===== src/design/bbq_ram.sv =====
// bbq_ram: generic single write port ram with registered read
// no dependencies
module bbq_ram #(
  parameter int unsigned WIDTH = 8,
  parameter int unsigned DEPTH = 16,
  localparam int unsigned AW = (DEPTH > 1) ? $clog2(DEPTH) : 1
) (
  input  logic             clk_i,
  input  logic             we_i,
  input  logic [AW-1:0]    waddr_i,
  input  logic [WIDTH-1:0] wdata_i,
  input  logic             re_i,
  input  logic [AW-1:0]    raddr_i,
  output logic [WIDTH-1:0] rdata_o
);

  logic [WIDTH-1:0] mem [DEPTH];
  logic [WIDTH-1:0] rdata_q;

  always_ff @(posedge clk_i) begin
    if (we_i) begin
      mem[waddr_i] <= wdata_i;
    end
    if (re_i) begin
      rdata_q <= mem[raddr_i];
    end
  end

  assign rdata_o = rdata_q;

endmodule


===== config.mk =====
export PLATFORM = sky130hd
export DESIGN_NAME = bbq_ram
export DESIGN_NICKNAME = d
export VERILOG_FILES = /design/src/design/bbq_ram.sv
export SDC_FILE = /design/constraint.sdc
export NUM_CORES = 1
export LEC_CHECK = 0
export BUFFER_PORTS_ARGS = -buffer_cell sky130_fd_sc_hd__buf_4
export CAP_MARGIN = 30
export CELL_PAD_IN_SITES_DETAIL_PLACEMENT = 0
export CELL_PAD_IN_SITES_GLOBAL_PLACEMENT = 1
export CORE_MARGIN = 4
export CORE_UTILIZATION = 25
export DETAILED_ROUTE_END_ITERATION = 10
export HOLD_SLACK_MARGIN = 0.15
export PLACE_DENSITY_LB_ADDON = 0.1
export REMOVE_ABC_BUFFERS = 1
export SYNTH_ARGS = -nofsm -noshare
export SYNTH_HDL_FRONTEND = slang
export SYNTH_SLANG_ARGS = --single-unit

===== constraint.sdc =====
create_clock -name clk_i -period 2.8 [get_ports clk_i]
set_clock_uncertainty 0.1 [all_clocks]
set_input_delay 0.42 -clock clk_i [delete_from_list [all_inputs] [get_ports clk_i]]
set_output_delay 0.42 -clock clk_i [all_outputs]
set_load 0.05 [all_outputs]

==> metrics.md <==
| Metric | Value |
|---|---|
| Status | `completed` |
| Tcrit/Tclk final | `67.65%` |
| IO Pins | `27` |
| Via count | `~2500` |
| IO buf count | `26` |
| Die Y | `152.6 µm` |
| Register area share after synthesis | `78.12%` |
| Share of layout cells above drive strength 1 | `31.21%` |
| Row Count | `between 50 and 60` |
| Final Hold Violating Endpoints | `0` |
| FILL cells | `2016` |
| R2R Path End | `rdata_o[6]` |
| Final setup margin | `approximately 900 ps` |
| Max Cap Viol | `0` |
| Initial antenna violation count | `0` |
| Int Pwr | `3.766 mW` |
| Hold crit path type | `primary input to flop` |
| Worst slew margin | `66.65%` |
| Flop pwr share | `48.9%` |
| DIE WIDTH | `152.6 µm` |
| Simple-gate portion of the synthesized area | `under 10%` |
| Multi-input gate area | `~0.0011 mm²` |
| Cts hold-fix bufs | `0` |
| Worst skew pair latency | `between 400 and 500 ps` |
| Arr. time, crit path | `1940 ps` |
| Worst Path Max Fanout | `23` |
| Longest Clk Path Bufs | `2` |
| Switching Share | `between 20% and 30%` |
| Min Clock Period, post-route | `1894 ps` |
| Clock buffer count from CTS | `17` |
| DRC viols | `0` |
| Avg Synthesized Cell Area | `22.83 µm²` |
| Post-Route WL | `12100 µm` |
| Core ar. | `0.02043 mm²` |
| Die Area | `0.02329 mm²` |
| Synth unique cells | `18` |
| # resized after CTS | `0` |
| Initial DRC Count | `between 150 and 200` |
| Worst reg-to-reg path cell count | `3` |
| Max Clk Rate | `between 500 and 600 MHz` |
| Cell Pwr Density | `around 740 mW/mm²` |
| Non-Filler Instances | `between 500 and 600` |
| Gr usage total | `approximately 11%` |
| Postcts setup bufs | `0` |
| Setup WS pre-CTS | `450.1 ps` |
| VDD IR-drop max | `0.3528 mV` |
| Placed insts | `538` |
| Reg clk slew, reported paths | `50 ps` |
| Crit. End Element | `flop` |
| Adder-cell share of the synthesized area | `0%` |
| Layout overhead on the synthesized area | `22.64%` |
| First-pass DRT Iterations | `4` |
| Total negative slack | `0 ps` |
| Largest family of logic cells by synthesized area | `multiplexers` |
| Worst Setup SP | `raddr_i[0]` |
| Complex-gate fraction of the synthesized area | `2.298%` |
| P_leak | `2.125 nW` |
| Routed Antenna Nets | `0` |
| Yosys synthesis warning count | `0` |
| Worst-Margin Slew | `approximately 500 ps` |
| Clk root buf | `clkbuf_16` |
| GR Overflow Total | `0` |
| Setup Viol. Count Final | `0` |
| Worst reg2reg setup slack | `1100 ps` |
| Combinational share of power | `5.6%` |
| Worst setup SP type | `primary input` |
| Hpwl dp | `between 7000 and 8000 µm` |
| Storage cell area | `0.004084 mm²` |
| Cells after Synth | `229` |
| First-pass GRT wire length | `17910 µm` |
| Wirelength per Cell | `21.29 µm` |
| Sw Pwr | `around 0.95 mW` |
| # clock sinks | `136` |
| Nets | `roughly 300` |
| Post-Synth XOR/XNOR Area | `0%` |
| Routability-driven placement congestion ratio | `0.6962` |
| Mapped cell area | `approximately 0.0052 mm²` |
| Starting Density | `25.59%` |
| TritonCTS clock tree | `done` |
| CP required | `around 2900 ps` |
| Hold_ws | `213.6 ps` |
| Diodes inserted | `0` |
| Clock power share | `roughly 46%` |
| RSZ-0062 raised after global routing | `false` |
| Max Slew Vio Count | `0` |
| Worst r2r src | `mem[0][6]` |
| Final Util | `31.38%` |
| Largest net degree at the start of global routing | `33` |
| Kind of critical path | `primary input to flop` |
| # H-tree levels | `4` |
| Detailed-route vias per instance | `4.357` |
| Worst Setup EP | `rdata_o[1]` |
| Post-synthesis mux area share | `14.79%` |
| Vias in the first global route | `2632` |
| Register bit total from synthesis | `between 100 and 150` |
==> kinds of logic (layout without fill, tap and decap cells) <==
kind of cell	Yosys count	in the layout
multiplexers	32	32
flip-flops	136	136
buffers and inverters	10	79
AO/OA/AOI/OAI	16	16
AND/OR/NAND/NOR	35	35
==> placed cells by master (no fill, tap or decap) <==
cell type / count
edfxtp_1: 136
buf_4: 49
mux4_2: 18
clkbuf_16: 17
a22oi_1: 16
mux4_1: 14
nor2_1: 13
nand2_1: 9
nor3_1: 4
clkinv_1: 4
clkinv_2: 3
bufinv_16: 3
nand3b_1: 2
nand2b_1: 2
clkinvlp_4: 2
nor2b_1: 1
and2_1: 1
and2b_1: 1
nand3_1: 1
or3b_2: 1
clkbuf_1: 1
==> through the flow <==
step | power, mW | area [µm²]
floorplan | 2.472 | 5141
global placement | 2.621 | 5847
detailed placement | 2.622 | 5847
CTS | 4.781 | 6411
global route | 4.904 | 6411
finish | 4.717 | 6411
==> synth_stat cells, drive strengths merged <==
cell type,n,area share [%]
nand3b,2,0.29
or3b,1,0.17
buf,7,1.1
and2b,1,0.14
nor3,4,0.38
nand2,9,0.65
mux4,32,15
nand2b,2,0.24
a22oi,16,2.3
nand3,1,0.096
edfxtp,136,78
and2,1,0.12
clkdlybuf4s25,3,0.57
nor2,13,0.93
nor2b,1,0.12
==> worst max-delay path: stages <==
cell	delay (ps)
buf_4	390
buf_4	290
mux4_1	560
a22oi_1	180
nand2_1	80
==> layout make-up <==
class	instances	share of cell area [%]
flip-flops and latches	136	63.70
well taps	270	5.269
clock buffers	18	6.694
clock inverters	12	2.108
repair buffers	49	5.738
multi-input cells	83	16.49
==> state kept, by name, summed over array words and instances (netlist names) <==
| name | flops |
|---|---|
| mem | 128 |
| rdata_o | 8 |
==> metal layers <==
layer | share of wire, % | global-route usage, %
met1 | 47 | 14.68
met2 | 49 | 16.97
met3 | 2.7 | 2.755
met4 | 1.6 | 4.200
met5 | 0 | 0
==> worst min-delay path by stage <==
stage	startpoint	cells after the start	slack, ps	to
floorplan	wdata_i[0]	0	420	mem[0][0]
global placement	re_i	1	640	rdata_o[6]
detailed placement	re_i	1	640	rdata_o[0]
CTS	re_i	1	200	rdata_o[0]
global route	re_i	1	200	rdata_o[2]
finish	re_i	1	210	rdata_o[1]
==> power by group through the flow <==
stage,Combinational [mW],Sequential [mW],Clock (mW)
after floorplan,0.0914,2.38,0
after global placement,0.272,2.35,0
after detailed placement,0.272,2.35,0
after CTS,0.273,2.31,2.20
after global routing,0.288,2.31,2.31
final,0.265,2.31,2.15
Power figures use the tool's default switching activity.
