## src/design/bbq_pkg.sv

```systemverilog
// bbq_pkg: shared types and codes for the byte budget backpressure queue
// used by the core, the arithmetic unit and the port checker
package bbq_pkg;

  localparam int unsigned CMD_W       = 2;
  localparam int unsigned KIND_W      = 3;
  localparam int unsigned TAG_W       = 16;
  localparam int unsigned SIZE_W      = 32;
  localparam int unsigned PROD_W      = 8;
  localparam int unsigned IN_TDATA_W  = 56;
  localparam int unsigned OUT_TDATA_W = 128;
  localparam int unsigned OUT_PAD_W   = 6;
  localparam int unsigned CFG_IDX_W   = 1;
  localparam int unsigned CHUNK_W     = TAG_W + SIZE_W;
  localparam int unsigned PARK_W      = PROD_W + TAG_W + SIZE_W;

  localparam logic [SIZE_W-1:0] BUDGET_RST = 32'd1048576;
  localparam logic [SIZE_W-1:0] LOW_RST    = 32'd524288;

  localparam logic [CFG_IDX_W-1:0] REG_BYTE_BUDGET = 1'b0;
  localparam logic [CFG_IDX_W-1:0] REG_LOW_WATER   = 1'b1;

  localparam logic [CMD_W-1:0] CMD_APPEND  = 2'd0;
  localparam logic [CMD_W-1:0] CMD_SCAN    = 2'd1;
  localparam logic [CMD_W-1:0] CMD_UNBLOCK = 2'd2;
  localparam logic [CMD_W-1:0] CMD_NOP     = 2'd3;

  localparam logic [KIND_W-1:0] KIND_ACCEPTED   = 3'd0;
  localparam logic [KIND_W-1:0] KIND_PARKED     = 3'd1;
  localparam logic [KIND_W-1:0] KIND_REFUSED    = 3'd2;
  localparam logic [KIND_W-1:0] KIND_CHUNK_OUT  = 3'd3;
  localparam logic [KIND_W-1:0] KIND_STREAM_END = 3'd4;
  localparam logic [KIND_W-1:0] KIND_RELEASED   = 3'd5;
  localparam logic [KIND_W-1:0] KIND_DONE       = 3'd6;

  typedef enum logic [0:0] {
    ALU_ADD,
    ALU_SUB
  } alu_op_e;

  typedef struct packed {
    alu_op_e           op;
    logic [SIZE_W-1:0] a;
    logic [SIZE_W-1:0] b;
    logic [SIZE_W-1:0] c;
  } alu_req_t;

  typedef struct packed {
    logic [SIZE_W-1:0] res;
    logic              flag;
  } alu_rsp_t;

  typedef struct packed {
    logic [KIND_W-1:0] kind;
    logic [TAG_W-1:0]  tag;
    logic [SIZE_W-1:0] size;
    logic [PROD_W-1:0] prod;
    logic [SIZE_W-1:0] held;
    logic [SIZE_W-1:0] peak;
    logic              sat;
    logic              parked;
    logic              last;
  } res_t;

endpackage

```

## src/design/bbq_alu.sv

```systemverilog
// bbq_alu: shared 33-bit add/compare and saturating subtract unit
// depends on bbq_pkg
module bbq_alu (
  input  bbq_pkg::alu_req_t req_i,
  output bbq_pkg::alu_rsp_t rsp_o
);

  logic [bbq_pkg::SIZE_W:0] sum;
  logic [bbq_pkg::SIZE_W:0] diff;

  always_comb begin
    sum  = {1'b0, req_i.a} + {1'b0, req_i.b};
    diff = {1'b0, req_i.a} - {1'b0, req_i.b};
    case (req_i.op)
      bbq_pkg::ALU_ADD: begin
        // full precision sum against the limit
        rsp_o.res  = sum[bbq_pkg::SIZE_W-1:0];
        rsp_o.flag = (sum <= {1'b0, req_i.c});
      end
      default: begin
        // flag is the borrow, a < b; result clamps at zero
        rsp_o.flag = diff[bbq_pkg::SIZE_W];
        rsp_o.res  = diff[bbq_pkg::SIZE_W] ? '0 : diff[bbq_pkg::SIZE_W-1:0];
      end
    endcase
  end

endmodule

```

## config.mk

```make
export PLATFORM = sky130hd
export DESIGN_NAME = bbq_alu
export DESIGN_NICKNAME = d
export VERILOG_FILES = /design/src/design/bbq_pkg.sv /design/src/design/bbq_alu.sv
export SDC_FILE = /design/constraint.sdc
export NUM_CORES = 1
export LEC_CHECK = 0
export ABC_CLOCK_PERIOD_IN_PS = 15600
export BUFFER_PORTS_ARGS = -buffer_cell sky130_fd_sc_hd__buf_2
export CAP_MARGIN = 20
export CORE_MARGIN = 1.5
export CORE_UTILIZATION = 35
export DETAILED_ROUTE_END_ITERATION = 10
export PLACE_DENSITY = 0.68
export SKIP_LAST_GASP = 1
export SLEW_MARGIN = 20
export SYNTH_ARGS = -nofsm -noshare
export SYNTH_HDL_FRONTEND = slang
export SYNTH_SLANG_ARGS = --single-unit
```

## constraint.sdc

```tcl
create_clock -name vclk -period 15.6
set_input_delay 4.68 -clock vclk [all_inputs]
set_output_delay 4.68 -clock vclk [all_outputs]
set_load 0.01 [all_outputs]
```

==> results.toml <==
[run_status]
status = "complete, no violations"

[placed_design]
dp.final_hpwl_um = 13900
port_buffers = 130
gp_congestion = 0.952

[clock_network]
cts_setup_buffers = 0
cts_hold_buf = 0
cts_resized = 0

[worst_hold_path]
hold-path-endpoint = "rsp_o[1]"
hold_path_depth = 4
hp-start = "req_i[32]"
hold_path_class = "primary input to output port"

[route]
vias = 5812
drt_wl_total_um = 17000
drt-vias-per-instance = 5.64
drc = 0
drt_iter0_drc = 475
routedWlPerCell_um = 16.5
drtAntennaViolNets = 0
drt_first_pass_iters = 5

[power_and_ir_drop]
swShare = 0.596
power_frac_clock = 0
p_int_mw = 0.114
power.density_nw_per_um2 = 48.7
p_seq_frac = 0
power_frac_comb = 1.000
p_leak_nw = 2.93
irDropWorstVdd_uv = 22.9
power.switching_mw = 0.168

[synth]
synthDistinctLibCells = 74
synthCells = 756
synthTopCellsByArea = "ha_1 23%, a21oi_1 7.7%, inv_1 6.9%"
yosysTopAreaCell = "ha_1"
ys_seq_area_frac = 0
yosysWarningCount = 0
avgSynthCellArea_um2 = 6.77
netlist_area_um2 = 5120
yosysTopAreaCellShare = 0.235
synth_fp_nets = 951

[job]
cap_viol_max_count = 0

[setup_path]
critPathLaunchType = "primary input"
required_ps = 10920
cp_top_family = "compound AO/OA/AOI/OAI gates"
slowest_stage = "o31ai_1"
worst_ep_arrival_time_ps = 9020
critPathBufInv = 3
path_max_fanout = 13
crit_path_end_kind = "output port"
path_cells = "buf_2 > inv_1 > ha_1 > nand2b_1 > a221oi_1 > nor3b_1 > o21ai_0 > a221oi_4 > o31ai_1 > xnor2_1 > ha_1 > a21o_1 > a21o_1 > a21oi_1 > o21ai_0 > a2111oi_0 > a21oi_1 > o32ai_1 > buf_2"
critical_path_class = "primary input to output port"
cpPeakStageDelay_ps = 500

[global_routing]
grt-ovfl-total = 0
grt_use_total = 0.218
grt_max_degree = 53
antenna_found_initial = 0
grt_pass1_wl_um = 27000
grt_pass1_vias = 5334

[final_layout]
clkbuf_count = 0
area_delta_synth_final_pct = 13.0
nets = 1043
n_antenna_cell = 0
fillCellCount = 1614
drive_above_1_share = 0.184
regArea_um2 = 0
seq_cells = 0

[timing]
setup_violations = 0
setup_tns_ps = 0
period_needed_ps = 13700
tightest_slew_ps = 892
finalHoldViolations = 0
slew_headroom = 0.406
rsz0062_at_grt = "false"
final_max_slew_viol_count = 0
hold-worst-slack_ps = 9780
fin_crit_sh = 0.878
fmax_mhz = 73.0

[die]
die_area_um2 = 15400
io_pins = 130
core_area_um2 = 14400
num_rows = 44
die_h_um = 124
die_w_um = 124
start_util = 0.355
per-stage QoR:
stage                util  instances  total power [mW]  worst slack, ps  cell area, µm²
floorplan               -        756             0.200             2690            5120
global placement    0.401       1030             0.275             2000            5780
detailed placement  0.401       1030             0.277             2020            5780
CTS                 0.401       1030             0.279             1970            5780
global route        0.401       1030             0.314             1420            5780
finish              0.401       1030             0.281             1900            5780
Yosys cell counts, drive strengths merged, types with 14 or more instances:
master	number
a21o	27
a21oi	82
buf	25
clkbuf	17
ha	96
inv	98
nand2	46
nand3	14
nor2	49
nor3	19
o21ai	51
xnor2	27
routing by layer:
| metal | vias up | GRT usage | wire length (µm) |
|---|---|---|---|
| li1 | 2911 | - | - |
| met1 | 2633 | 0.321 | 8140 |
| met2 | 240 | 0.349 | 7290 |
| met3 | 28 | 0.0151 | 1150 |
| met4 | 0 | 0.0405 | 383 |
| met5 | - | 0 | 0 |
cell type report:
cell class,count,area (µm²),area share
inverter,98,370,0.0641
multi-input combinational,616,4520,0.781
tap,184,230,0.0398
timing repair buffer,132,666,0.115
worst max path at each step:
stage / from / to / slack [ps] / cells past startpoint
final: req_i[46] / rsp_o[0] / 1900 / 19
after global routing: req_i[46] / rsp_o[0] / 1420 / 19
after CTS: req_i[32] / rsp_o[0] / 1970 / 19
after detailed placement: req_i[32] / rsp_o[0] / 2020 / 19
after global placement: req_i[46] / rsp_o[0] / 2000 / 19
after floorplan: req_i[32] / rsp_o[0] / 2690 / 17
cell usage in the layout (no fill, tap or decap), types with 3 or more instances in the layout:
cell type / count
a211o_1: 5
a211oi_1: 5
a21boi_0: 6
a21o_1: 25
a21oi_1: 79
a21oi_2: 3
a221oi_1: 9
a22o_1: 5
a22oi_1: 4
a2bb2oi_1: 3
a311oi_1: 5
a31oi_1: 5
and2_1: 7
buf_2: 130
ha_1: 96
inv_1: 94
inv_2: 3
nand2_1: 46
nand2b_1: 11
nand3_1: 14
nand4_1: 13
nor2_1: 48
nor2b_1: 11
nor3_1: 19
nor3b_1: 3
nor4_1: 4
o211ai_1: 9
o21a_1: 12
o21ai_0: 49
o21bai_1: 11
o221ai_1: 4
o22a_1: 6
o22ai_1: 4
o31ai_1: 10
or3_1: 7
xnor2_1: 27
xor2_1: 8
power by group through the flow:
stage          clock network, mW  registers [mW]  logic, mW
6_report                       0               0      0.281
5_1_grt                        0               0      0.314
4_1_cts                        0               0      0.279
3_5_place_dp                   0               0      0.277
3_3_place_gp                   0               0      0.275
2_1_floorplan                  0               0      0.200
cell families (layout without fill, tap and decap cells):
family | after synthesis | after routing | share of synthesized area
adders and majority gates | 98 | 98 | 0.243
AOI/OAI and AO/OA | 290 | 290 | 0.394
xor gates and xnor gates | 35 | 35 | 0.0599
and+or+nand+nor | 192 | 192 | 0.184
muxes | 1 | 1 | 0.00196
buffers and inverters | 140 | 230 | 0.117
tightest hold or removal path, cell delays in order:
cell and delay [ps]:
buf_2 100, ha_1 150, a21oi_1 40, buf_2 130
Note: power is estimated with default switching activity, not from simulation.
